**src/rtl/mcs_pkg.sv**
```systemverilog
`timescale 1ns / 1ps
// ----------------------------------------------------------------------------
// mcs_pkg
// Types and constants of the MQTT client session controller.
// ----------------------------------------------------------------------------
package mcs_pkg;

  typedef enum logic [3:0] {
    ST_IDLE           = 4'd0,
    ST_WAITING        = 4'd1,
    ST_CONNECTING     = 4'd2,
    ST_CONNECT_SENT   = 4'd3,
    ST_CONNECTED      = 4'd4,
    ST_PUBLISHING     = 4'd5,
    ST_SUBSCRIBING    = 4'd6,
    ST_SUBSCRIBE_SENT = 4'd7,
    ST_PINGING        = 4'd8,
    ST_DISCONNECTING  = 4'd9
  } session_t;

  typedef enum logic [3:0] {
    EV_CONNECT    = 4'd0,
    EV_TCP_UP     = 4'd1,
    EV_ACK        = 4'd2,
    EV_RECEIVE    = 4'd3,
    EV_CLOSED     = 4'd4,
    EV_POLL       = 4'd5,
    EV_TICK       = 4'd6,
    EV_DISCONNECT = 4'd7,
    EV_PUBLISH    = 4'd8,
    EV_SUBSCRIBE  = 4'd9,
    EV_RETRANSMIT = 4'd10
  } event_t;

  typedef enum logic [2:0] {
    SEND_NONE       = 3'd0,
    SEND_CONNECT    = 3'd1,
    SEND_PUBLISH    = 3'd2,
    SEND_SUBSCRIBE  = 3'd3,
    SEND_PINGREQ    = 3'd4,
    SEND_DISCONNECT = 3'd5
  } send_t;

  localparam logic [3:0] PT_CONNACK  = 4'd2;
  localparam logic [3:0] PT_PUBLISH  = 4'd3;
  localparam logic [3:0] PT_SUBACK   = 4'd9;
  localparam logic [3:0] PT_PINGRESP = 4'd13;

  localparam logic CFG_KEEP_ALIVE = 1'b0;
  localparam logic CFG_DELIVER    = 1'b1;

  localparam logic [15:0] KEEP_ALIVE_RESET = 16'd15;
  localparam logic [15:0] COUNT_MAX        = 16'hFFFF;

  typedef struct packed {
    session_t    session;
    logic        ping_wanted;
    logic        publish_wanted;
    logic        retain_held;
    logic        subscribe_wanted;
    logic [15:0] msg_counter;
    logic [7:0]  last_error;
    logic [15:0] send_elapsed;
    logic [15:0] receive_elapsed;
  } sess_t;

  typedef struct packed {
    logic [3:0]  session_state;
    logic        is_connected;
    send_t       send_kind;
    logic        retain_out;
    logic [15:0] sub_msg_id;
    logic        open_conn;
    logic        close_conn;
    logic        abort_conn;
    logic        deliver;
    logic [6:0]  data_length;
    logic [7:0]  conn_error;
  } result_t;

  function automatic logic in_session(input session_t s);
    return (s == ST_CONNECTED) || (s == ST_PUBLISHING) || (s == ST_SUBSCRIBING) ||
           (s == ST_SUBSCRIBE_SENT) || (s == ST_PINGING);
  endfunction

  // Packet that belongs to a state, if any.
  function automatic send_t send_of(input session_t s);
    send_t k;
    k = SEND_NONE;
    case (s)
      ST_CONNECTING:    k = SEND_CONNECT;
      ST_PUBLISHING:    k = SEND_PUBLISH;
      ST_SUBSCRIBING:   k = SEND_SUBSCRIBE;
      ST_PINGING:       k = SEND_PINGREQ;
      ST_DISCONNECTING: k = SEND_DISCONNECT;
      default:          k = SEND_NONE;
    endcase
    return k;
  endfunction

endpackage

```
**src/rtl/mcs_step.sv**
```systemverilog
`timescale 1ns / 1ps
// ----------------------------------------------------------------------------
// mcs_step
// Next session state and result word for one event.
// ----------------------------------------------------------------------------
module mcs_step (
  input  mcs_pkg::sess_t   cur,
  input  logic [15:0]      keep_alive_seconds,
  input  logic             deliver_enabled,
  input  logic [3:0]       mode,
  input  logic [3:0]       packet_type,
  input  logic [7:0]       return_code,
  input  logic             has_data,
  input  logic [6:0]       remaining_length,
  input  logic [7:0]       topic_length,
  input  logic [6:0]       publish_length,
  input  logic             retain,
  output mcs_pkg::sess_t   nxt,
  output mcs_pkg::result_t res
);

  logic           do_tx;
  mcs_pkg::send_t kind;
  logic [15:0]    send_inc;
  logic [15:0]    recv_inc;
  logic [8:0]     need_len;
  logic           len_ok;
  logic [6:0]     diff_len;

  assign send_inc = (cur.send_elapsed != mcs_pkg::COUNT_MAX) ?
                    cur.send_elapsed + 16'd1 : cur.send_elapsed;
  assign recv_inc = (cur.receive_elapsed != mcs_pkg::COUNT_MAX) ?
                    cur.receive_elapsed + 16'd1 : cur.receive_elapsed;
  assign need_len = {1'b0, topic_length} + 9'd2;
  // Clamp at zero: the difference is only taken when it cannot go negative.
  assign len_ok   = ({2'b00, remaining_length} >= need_len);
  assign diff_len = remaining_length - need_len[6:0];

  always_comb begin
    nxt   = cur;
    res   = '0;
    do_tx = 1'b0;
    kind  = mcs_pkg::SEND_NONE;

    unique case (mode)
      mcs_pkg::EV_CONNECT: begin
        if (cur.session == mcs_pkg::ST_IDLE) begin
          nxt.session         = mcs_pkg::ST_WAITING;
          nxt.send_elapsed    = '0;
          nxt.receive_elapsed = '0;
          res.open_conn       = 1'b1;
        end
      end
      mcs_pkg::EV_TCP_UP: begin
        nxt.session = mcs_pkg::ST_CONNECTING;
        do_tx       = 1'b1;
      end
      mcs_pkg::EV_ACK: begin
        unique case (cur.session)
          mcs_pkg::ST_CONNECTING: nxt.session = mcs_pkg::ST_CONNECT_SENT;
          mcs_pkg::ST_PUBLISHING: begin
            nxt.session        = mcs_pkg::ST_CONNECTED;
            nxt.publish_wanted = 1'b0;
          end
          mcs_pkg::ST_PINGING: begin
            nxt.session     = mcs_pkg::ST_CONNECTED;
            nxt.ping_wanted = 1'b0;
          end
          mcs_pkg::ST_SUBSCRIBING: begin
            nxt.session          = mcs_pkg::ST_SUBSCRIBE_SENT;
            nxt.subscribe_wanted = 1'b0;
          end
          mcs_pkg::ST_DISCONNECTING: begin
            nxt.session    = mcs_pkg::ST_IDLE;
            res.close_conn = 1'b1;
          end
          default: ;
        endcase
      end
      mcs_pkg::EV_RECEIVE: begin
        if (has_data) begin
          case (packet_type)
            mcs_pkg::PT_CONNACK: begin
              if (return_code == 8'd0) begin
                nxt.session = mcs_pkg::ST_CONNECTED;
              end else begin
                nxt.session    = mcs_pkg::ST_IDLE;
                nxt.last_error = return_code;
                res.close_conn = 1'b1;
              end
            end
            mcs_pkg::PT_SUBACK:   nxt.session = mcs_pkg::ST_CONNECTED;
            mcs_pkg::PT_PINGRESP: nxt.ping_wanted = 1'b0;
            mcs_pkg::PT_PUBLISH: begin
              if (deliver_enabled) begin
                res.deliver     = 1'b1;
                res.data_length = len_ok ? diff_len : 7'd0;
              end
            end
            default: ;
          endcase
          nxt.receive_elapsed = '0;
        end
      end
      mcs_pkg::EV_CLOSED: begin
        nxt.session    = mcs_pkg::ST_IDLE;
        res.close_conn = 1'b1;
      end
      mcs_pkg::EV_POLL: begin
        if (cur.session == mcs_pkg::ST_CONNECTED) begin
          if (cur.publish_wanted) begin
            nxt.session = mcs_pkg::ST_PUBLISHING;
            do_tx       = 1'b1;
          end else if (cur.subscribe_wanted) begin
            nxt.session     = mcs_pkg::ST_SUBSCRIBING;
            nxt.msg_counter = cur.msg_counter + 16'd1;
            do_tx           = 1'b1;
          end else if (cur.ping_wanted) begin
            nxt.session = mcs_pkg::ST_PINGING;
            do_tx       = 1'b1;
          end
        end
      end
      mcs_pkg::EV_TICK: begin
        if (cur.session != mcs_pkg::ST_IDLE) begin
          nxt.send_elapsed    = send_inc;
          nxt.receive_elapsed = recv_inc;
          if (send_inc >= keep_alive_seconds || recv_inc >= keep_alive_seconds) begin
            if (mcs_pkg::in_session(cur.session)) begin
              if (!cur.ping_wanted) begin
                nxt.ping_wanted     = 1'b1;
                nxt.send_elapsed    = '0;
                nxt.receive_elapsed = '0;
              end else begin
                nxt.session = mcs_pkg::ST_DISCONNECTING;
                do_tx       = 1'b1;
              end
            end else begin
              nxt.session    = mcs_pkg::ST_IDLE;
              res.abort_conn = 1'b1;
            end
          end
        end
      end
      mcs_pkg::EV_DISCONNECT: begin
        if (mcs_pkg::in_session(cur.session)) begin
          nxt.session = mcs_pkg::ST_DISCONNECTING;
          do_tx       = 1'b1;
        end
      end
      mcs_pkg::EV_PUBLISH: begin
        nxt.retain_held    = retain;
        nxt.publish_wanted = (publish_length != 7'd0);
      end
      mcs_pkg::EV_SUBSCRIBE:  nxt.subscribe_wanted = 1'b1;
      mcs_pkg::EV_RETRANSMIT: do_tx = 1'b1;
      default: ;
    endcase

    // Send the packet of the state reached, restart the send timer.
    if (do_tx) begin
      kind = mcs_pkg::send_of(nxt.session);
    end
    if (kind != mcs_pkg::SEND_NONE) begin
      res.send_kind    = kind;
      nxt.send_elapsed = '0;
    end
    if (kind == mcs_pkg::SEND_PUBLISH) begin
      res.retain_out = nxt.retain_held;
    end
    if (kind == mcs_pkg::SEND_SUBSCRIBE) begin
      res.sub_msg_id = nxt.msg_counter;
    end

    res.session_state = nxt.session;
    res.is_connected  = mcs_pkg::in_session(nxt.session);
    res.conn_error    = nxt.last_error;
  end

endmodule

```
**src/rtl/mqtt_client_session_fsm.sv**
```systemverilog
`timescale 1ns / 1ps
// Each result word is registered: in the output register, or first in the skid register while the output stalls.
// Throughput: one event per cycle while in_stall is low; the session update is a single pass of logic.
// A result held by out_stall goes to a skid register; in_stall rises only while it is full.
// Reset (rst, synchronous): session idle, all flags and counters zero, keep-alive 15,
// delivery off, no result pending.
// ----------------------------------------------------------------------------
// mqtt_client_session_fsm
// MQTT client session controller: one event word in, one result word out.
// ----------------------------------------------------------------------------
module mqtt_client_session_fsm (
  input  logic        clk,
  input  logic        rst,
  // configuration
  input  logic        cfg_we,
  input  logic        cfg_index,
  input  logic [15:0] cfg_data,
  // event channel
  input  logic        in_valid,
  output logic        in_stall,
  input  logic [3:0]  mode,
  input  logic [3:0]  packet_type,
  input  logic [7:0]  return_code,
  input  logic        has_data,
  input  logic [6:0]  remaining_length,
  input  logic [7:0]  topic_length,
  input  logic [6:0]  publish_length,
  input  logic        retain,
  // result channel
  output logic        out_valid,
  input  logic        out_stall,
  output logic [3:0]  session_state,
  output logic        is_connected,
  output logic [2:0]  send_kind,
  output logic        retain_out,
  output logic [15:0] sub_msg_id,
  output logic        open_conn,
  output logic        close_conn,
  output logic        abort_conn,
  output logic        deliver,
  output logic [6:0]  data_length,
  output logic [7:0]  conn_error
);

  // Configuration registers.
  logic [15:0] keep_alive_seconds;
  logic        deliver_enabled;

  // Session state and its next value.
  mcs_pkg::sess_t   sess;
  mcs_pkg::sess_t   sess_next;
  mcs_pkg::result_t res_next;

  // Output register and skid stage.
  mcs_pkg::result_t out_q;
  mcs_pkg::result_t skid_q;
  logic             skid_valid;

  logic accept;
  logic out_free;

  assign in_stall = skid_valid;
  assign accept   = in_valid && !in_stall;
  assign out_free = !out_valid || !out_stall;

  always_ff @(posedge clk) begin
    if (rst) begin
      keep_alive_seconds <= mcs_pkg::KEEP_ALIVE_RESET;
      deliver_enabled    <= 1'b0;
    end else if (cfg_we) begin
      unique case (cfg_index)
        mcs_pkg::CFG_KEEP_ALIVE: keep_alive_seconds <= cfg_data;
        mcs_pkg::CFG_DELIVER:    deliver_enabled    <= cfg_data[0];
        default: ;
      endcase
    end
  end

  mcs_step u_step (
    .cur                (sess),
    .keep_alive_seconds (keep_alive_seconds),
    .deliver_enabled    (deliver_enabled),
    .mode               (mode),
    .packet_type        (packet_type),
    .return_code        (return_code),
    .has_data           (has_data),
    .remaining_length   (remaining_length),
    .topic_length       (topic_length),
    .publish_length     (publish_length),
    .retain             (retain),
    .nxt                (sess_next),
    .res                (res_next)
  );

  // Advance the session on every accepted event; all zero is the idle session.
  always_ff @(posedge clk) begin
    if (rst) begin
      sess <= '0;
    end else if (accept) begin
      sess <= sess_next;
    end
  end

  // Result path: load the output register when it frees up, else park the
  // new word in the skid stage. The skid stage drains before new events enter.
  always_ff @(posedge clk) begin
    if (rst) begin
      out_valid  <= 1'b0;
      skid_valid <= 1'b0;
    end else if (out_free) begin
      if (skid_valid) begin
        out_valid  <= 1'b1;
        skid_valid <= 1'b0;
      end else begin
        out_valid <= accept;
      end
    end else if (accept) begin
      skid_valid <= 1'b1;
    end
  end

  always_ff @(posedge clk) begin
    if (out_free) begin
      if (skid_valid) begin
        out_q <= skid_q;
      end else if (accept) begin
        out_q <= res_next;
      end
    end else if (accept) begin
      skid_q <= res_next;
    end
  end

  assign session_state = out_q.session_state;
  assign is_connected  = out_q.is_connected;
  assign send_kind     = out_q.send_kind;
  assign retain_out    = out_q.retain_out;
  assign sub_msg_id    = out_q.sub_msg_id;
  assign open_conn     = out_q.open_conn;
  assign close_conn    = out_q.close_conn;
  assign abort_conn    = out_q.abort_conn;
  assign deliver       = out_q.deliver;
  assign data_length   = out_q.data_length;
  assign conn_error    = out_q.conn_error;

endmodule

```
**config.mk**
```make
export PLATFORM = sky130hd
export DESIGN_NAME = mqtt_client_session_fsm
export DESIGN_NICKNAME = d
export VERILOG_FILES = /design/src/rtl/mcs_pkg.sv /design/src/rtl/mcs_step.sv /design/src/rtl/mqtt_client_session_fsm.sv
export SDC_FILE = /design/constraint.sdc
export NUM_CORES = 1
export LEC_CHECK = 0
export ABC_AREA = 1
export ABC_CLOCK_PERIOD_IN_PS = 4500
export BUFFER_PORTS_ARGS = -buffer_cell sky130_fd_sc_hd__buf_4
export CORE_MARGIN = 4
export CORE_UTILIZATION = 50
export DETAILED_ROUTE_END_ITERATION = 10
export HOLD_SLACK_MARGIN = 0.15
export PLACE_DENSITY = 0.72
export SLEW_MARGIN = 20
export SYNTH_ARGS = -nofsm -noshare
export SYNTH_HDL_FRONTEND = slang
export SYNTH_SLANG_ARGS = --single-unit
export TNS_END_PERCENT = 1
```
**constraint.sdc**
```tcl
create_clock -name clk -period 4.5 [get_ports clk]
set_input_delay 0.9 -clock clk [delete_from_list [all_inputs] [get_ports clk]]
set_output_delay 0.9 -clock clk [all_outputs]
set_load 0.02 [all_outputs]
```
==> flow_metrics.py, run 1 <==
metrics = {
    "grt": {
        "grt_max_degree": 49,
        "grt-ovfl-total": 0,
        "first_global_vias": 7934,
        "track_usage_pct": 21.5,
        "grt_first_pass_wirelength_um": 38100,
        "antenna_found_initial": 0,
    },
    "power": {
        "power.share.clock_pct": 40.9,
        "internal-power_w": 0.00277,
        "seqPwrFrac_pct": 46.5,
        "p_comb_share_pct": 12.6,
        "switching_share_pct": 26.2,
        "p_per_area_mw_per_mm2": 324,
        "netSwitchingPower_w": 0.000983,
        "power_leakage_nw": 4.92,
        "power.total_w": 0.00376,
        "ir_worst_vdd_mv": 0.280,
    },
    "die": {
        "pin_count": 108,
        "placementRows": 50,
        "die_y_um": 147,
        "initial_utilization_pct": 51.3,
        "die_x_um": 147,
        "fp.dieArea_mm2": 0.0217,
        "core_area_mm2": 0.0189,
    },
    "synth": {
        "synth_fp_nets": 1319,
        "ys.flop_type": "edfxtp_1",
        "mappedNetlistArea_mm2": 0.00969,
        "synth_area_per_cell_um2": 7.99,
        "synthesis.instances": 1213,
        "async_flop_share_pct": 0,
        "yosys.cell_types.count": 50,
        "ys_ff_latch": 171,
        "synth_seq_area_share_pct": 44.4,
        "ys_warn_count": 0,
        "synth-edff-count": 88,
    },
    "placement": {
        "io_buffers": 107,
        "pre_cts_ws_ns": 0.137,
        "finalWeightedCongestion": 0.911,
        "hpwl_um": 17000,
    },
    "sta": {
        "relSlewSlack_pct": 51.2,
        "finalCritPeriodShare_pct": 92.0,
        "finalHoldViolCount": 0,
        "setup_viol": 0,
        "rsz0062_at_grt": "no",
        "finClkSkew_ns": 0.00923,
        "timing.final.ws_setup_ns": 0.360,
        "final.setup.tns_ns": 0,
        "period_needed_ns": 4.14,
        "report.final.slew_viol_count": 0,
        "fmax_mhz": 242,
        "tightest_slew_ns": 0.731,
    },
    "critical_path": {
        "crit_arrival_ns": 4.50,
        "worst-path-max-fanout": 10,
        "path_class": "reg2reg",
        "endpoint_kind": "flip-flop",
        "cp-start-kind": "flip-flop",
        "crit_family": "simple AND/OR/NAND/NOR gates",
        "r2r_cells": 31,
        "path_buf_inv": 3,
        "path_common_cell": "nand2_1",
        "crit_path_top_delay_cell": "xor2_1",
        "worst-endpoint-required_ns": 4.86,
        "critical_path.max_stage_delay_ns": 0.39,
        "cp_num_cells": 31,
    },
    "clocking": {
        "h-tree-depth": 4,
        "cts_root_buf": "clkbuf_16",
        "numCtsBuffers": 17,
        "cts.sink_count": 171,
        "clockBufferDepth": 2,
        "clk_latency_ns": 0.43,
        "path_clk_slew_ns": 0.07,
        "tritoncts": "done",
        "cts.hold.buffers_added": 0,
    },
    "cells_and_area": {
        "final_cell_mix": "nand2_1 (296), inv_1 (139), buf_4 (125)",
        "nFillCells": 1672,
        "final_net_count": 1430,
        "area_growth_pct": 19.4,
        "final_common_cell": "nand2_1",
        "drive_gt1_share_pct": 18.4,
        "antennaDiodeCount": 0,
        "regArea_mm2": 0.00431,
        "multiInputGateArea_mm2": 0.00477,
    },
    "route": {
        "dr.first_iter.drc_count": 567,
        "vias": 8273,
        "firstDrtPassIters": 5,
        "wl_per_cell_um": 14.7,
        "ant_nets": 0,
        "wirelength_um": 23500,
        "drc": 0,
        "viasPerCell": 5.18,
    },
    "min_path": {
        "min_delay_path_depth": 2,
        "hp-class": "reg2reg",
    },
    "outcome": {
        "status": "completed",
    },
    "flow_run": {
        "maxCapViolations": 0,
    },
}
[cell usage after synthesis (2+ instances only)]
master,n,area [µm²]
ha_1,43,538
nor2_1,95,357
clkbuf_1,25,93.8
nand2_2,9,56.3
nor4_1,7,43.8
inv_2,11,41.3
a21oi_2,2,17.5
xor2_1,29,254
nor2_4,15,169
o211ai_1,4,30.0
a21o_1,2,15.0
edfxtp_1,88,2640
dfxtp_1,83,1660
buf_6,4,45.0
o21bai_1,2,15.0
xnor2_1,11,96.3
o21ai_1,3,15.0
mux2_2,6,67.6
nand2_4,3,33.8
or2_2,2,12.5
buf_4,2,15.0
o21ai_0,76,380
o21a_1,4,30.0
a311oi_1,3,26.3
nand3_1,53,265
nand4_1,23,144
nor2_2,3,18.8
nor3_1,24,120
buf_2,5,25.0
nand3_2,2,20.0
a31oi_1,5,31.3
nand2_1,297,1110
inv_1,141,529
nand3b_1,4,30.0
clkinv_1,2,7.51
nand3_4,2,35.0
a21oi_1,110,551
[cell type report]
type                            instances  share of cell area [%]
Clock buffer                           17                    3.68
Clock inverter                         15                    1.64
Inverter                              154                    5.00
Multi-Input combinational cell        853                    41.2
Sequential cell                       171                    37.2
Tap cell                              260                    2.81
Timing Repair Buffer                  127                    8.46
[per-layer routing]
layer / GRT usage [%] / vias up / part of all wire [%] / wire (µm)
met5: 0 / - / 0 / 0
met4: 6.24 / 0 / 2.0 / 459
met3: 3.05 / 41 / 3.5 / 814
met2: 38.0 / 188 / 49 / 11600
met1: 27.4 / 3798 / 45 / 10600
li1: - / 4246 / - / -
[flip-flops by register name, indices dropped and copies added (netlist names), 3 cells and up]
signal,flops
conn_error,8
sub_msg_id,16
session_state,4
data_length,7
keep_alive_seconds,16
sess,64
skid_q,44
send_kind,3
[metrics by stage]
step / utilization (%) / instances / area [µm²] / hold WS [ns]
6_report: 61.3 / 1597 / 11600 / 0.472
3_3_place_gp: 57.1 / 1560 / 10800 / 0.454
4_1_cts: 60.4 / 1592 / 11400 / 0.469
2_1_floorplan: - / 1213 / 9690 / 0.439
3_5_place_dp: 57.1 / 1560 / 10800 / 0.459
5_1_grt: 61.3 / 1597 / 11600 / 0.490
[worst register-to-register path, delay by kind of cell (launching register included)]
family / cells / cell delay (ns)
buf+inv: 3 / 0.33
simple gates: 25 / 2.53
compound gates: 1 / 0.15
flops: 1 / 0.35
xor+xnor: 1 / 0.40
fa+ha+maj: 1 / 0.31
[path summary, 6_finish.rpt]
| path | from | to | slack (ns) |
|---|---|---|---|
| worst max-delay path | sess[19]$_SDFFE_PP0P_ | sess[30]$_SDFFE_PP0P_ | 0.36 |
| worst min-delay path | sess[9]$_SDFFE_PP0P_ | sess[9]$_SDFFE_PP0P_ | 0.47 |
| worst max register to register | sess[19]$_SDFFE_PP0P_ | sess[30]$_SDFFE_PP0P_ | 0.36 |
| worst min register to register | sess[9]$_SDFFE_PP0P_ | sess[9]$_SDFFE_PP0P_ | 0.47 |
[kinds of logic after synthesis]
kind of cell	share of synthesized area, %
AO/OA/AOI/OAI	12.2
XOR/XNOR	3.61
adder cells (fa/ha/maj)	5.76
buffers and inverters	8.05
flip-flops	44.4
multiplexers	0.800
AND/OR/NAND/NOR	25.2
[power by group through the flow]
stage	registers [W]	clock network, W	logic, W
finish	0.00175	0.00154	0.000474
CTS	0.00174	0.00155	0.000467
detailed placement	0.00178	0	0.000464
global placement	0.00178	0	0.000458
floorplan	0.00181	0	0.000265
global route	0.00175	0.00163	0.000530
[timing repair]
action                                  CTS  global route
endpoints found under the setup margin    0            50
setup buffers                             0             2
hold endpoints to repair                  0             0
resized for setup                         0            26
(Power assumes the default switching activity.)
==> run 2: changes to the inputs <==
CORE_ASPECT_RATIO = 1.5   (was unset)
==> flow_metrics.py, run 2 (synthesis results as in run 1) <==
metrics = {
    "clocking": {
        "numCtsBuffers": 17,
        "tritoncts": "done",
        "clk_latency_ns": 0.44,
        "path_clk_slew_ns": 0.07,
        "cts_root_buf": "clkbuf_16",
        "cts.sink_count": 171,
        "h-tree-depth": 4,
        "clockBufferDepth": 2,
    },
    "grt": {
        "grt-ovfl-total": 0,
        "grt_first_pass_wirelength_um": 38200,
        "antenna_found_initial": 0,
        "track_usage_pct": 22.0,
        "first_global_vias": 8128,
        "grt_max_degree": 56,
    },
    "critical_path": {
        "path_common_cell": "nand2_1",
        "cp-start-kind": "flip-flop",
        "endpoint_kind": "flip-flop",
        "worst-path-max-fanout": 8,
        "crit_path_top_delay_cell": "dfxtp_1",
        "crit_family": "simple AND/OR/NAND/NOR gates",
        "worst-endpoint-required_ns": 4.80,
        "crit_arrival_ns": 4.52,
        "path_class": "reg2reg",
        "critical_path.max_stage_delay_ns": 0.36,
        "path_buf_inv": 4,
    },
    "sta": {
        "report.final.slew_viol_count": 0,
        "timing.final.ws_setup_ns": 0.279,
        "finalCritPeriodShare_pct": 93.8,
        "relSlewSlack_pct": 32.7,
        "finClkSkew_ns": 0.0153,
        "period_needed_ns": 4.22,
        "setup_viol": 0,
        "tightest_slew_ns": 1.01,
        "fmax_mhz": 237,
        "final.setup.tns_ns": 0,
        "finalHoldViolCount": 0,
    },
    "cells_and_area": {
        "post-route-util_pct": 60.4,
        "area_growth_pct": 18.9,
        "regArea_mm2": 0.00431,
        "multiInputGateArea_mm2": 0.00470,
        "final_common_cell": "nand2_1",
        "final_net_count": 1432,
        "antennaDiodeCount": 0,
        "nFillCells": 1789,
        "final_cell_mix": "nand2_1 (297), inv_1 (140), buf_4 (129)",
        "drive_gt1_share_pct": 17.8,
        "largest-register": "sess",
        "biggestRegsByFlops": "sess x64, skid_q x44",
        "largest_reg_flops": 64,
    },
    "route": {
        "firstDrtPassIters": 5,
        "viasPerCell": 5.21,
        "wl_per_cell_um": 14.8,
        "wirelength_um": 23600,
        "vias": 8307,
        "drc": 0,
        "ant_nets": 0,
        "dr.first_iter.drc_count": 593,
    },
    "die": {
        "initial_utilization_pct": 50.8,
        "pin_count": 108,
        "fp.dieArea_mm2": 0.0217,
        "die_x_um": 122,
        "placementRows": 62,
        "core_area_mm2": 0.0191,
        "die_y_um": 179,
    },
    "placement": {
        "pre_cts_ws_ns": 0.159,
        "io_buffers": 107,
        "hpwl_um": 17500,
        "finalWeightedCongestion": 0.922,
    },
    "flow_run": {
        "maxCapViolations": 0,
    },
    "power": {
        "ir_worst_vdd_mv": 0.227,
        "power_leakage_nw": 4.93,
        "p_per_area_mw_per_mm2": 324,
    },
    "outcome": {
        "status": "completed",
    },
    "min_path": {
        "hp-class": "reg2reg",
    },
}
==> run 2: cell count changes in the layout (fill, tap and decap cells not counted), sizes merged <==
cell      delta
buf          +4
bufinv       -1
clkbuf       +1
clkinvlp     -3
inv          +3
nand2        -2
==> run 2: tightest hold or removal path, cell delays in order, from the launching register on <==
cell     delay [ns]
dfxtp_1        0.31
nand2_1        0.06
a21oi_1        0.05
==> run 2: repair_timing <==
| action | 4_1_cts | 5_1_grt |
|---|---|---|
| gates resized for setup | 0 | 18 |
| setup endpoints to repair | 0 | 49 |
| setup buffers | 0 | 4 |
| hold endpoints to repair | 0 | 0 |
| hold buffers | 0 | 0 |
==> run 2: final cells by class <==
type                    instances  share of cell area, %
multi-input cells             851                   40.8
flip-flops and latches        171                   37.4
repair buffers                131                   8.75
inverters                     154                   5.04
clock buffers                  18                   3.72
well taps                     256                   2.78
clock inverters                14                   1.56
==> run 2: worst paths after layout <==
kind | start | to | slack (ns) | cells after the start
worst min-delay path | sess[9]$_SDFFE_PP0P_ | sess[9]$_SDFFE_PP0P_ | 0.46 | 2
worst max-delay path | sess[19]$_SDFFE_PP0P_ | sub_msg_id[5]$_DFFE_PP_ | 0.28 | 34
worst min register to register | sess[9]$_SDFFE_PP0P_ | sess[9]$_SDFFE_PP0P_ | 0.46 | 2
worst max register to register | sess[19]$_SDFFE_PP0P_ | sub_msg_id[5]$_DFFE_PP_ | 0.28 | 34
==> run 2: per-layer routing <==
layer	vias to the layer above	track usage (%)	wire, µm
met5	-	0	0
met3	51	3.59	864
met2	183	41.1	12800
met1	3823	24.0	9210
met4	0	9.86	749
li1	4250	-	-
==> run 2: through the flow <==
step	hold slack, ns	std cells	area, µm²	total power, W
floorplan	0.439	1213	9690	0.00207
global route	0.493	1595	11500	0.00389
CTS	0.469	1590	11400	0.00375
finish	0.465	1595	11500	0.00374
detailed placement	0.458	1558	10800	0.00225
global placement	0.455	1558	10800	0.00224
==> run 2: power breakdown <==
| part | switching [W] | internal (W) | total (W) |
|---|---|---|---|
| sequential | 0.0000379 | 0.00171 | 0.00175 |
| combinational | 0.000293 | 0.000178 | 0.000471 |
| clock | 0.000677 | 0.000843 | 0.00152 |
| total | 0.00101 | 0.00273 | 0.00374 |
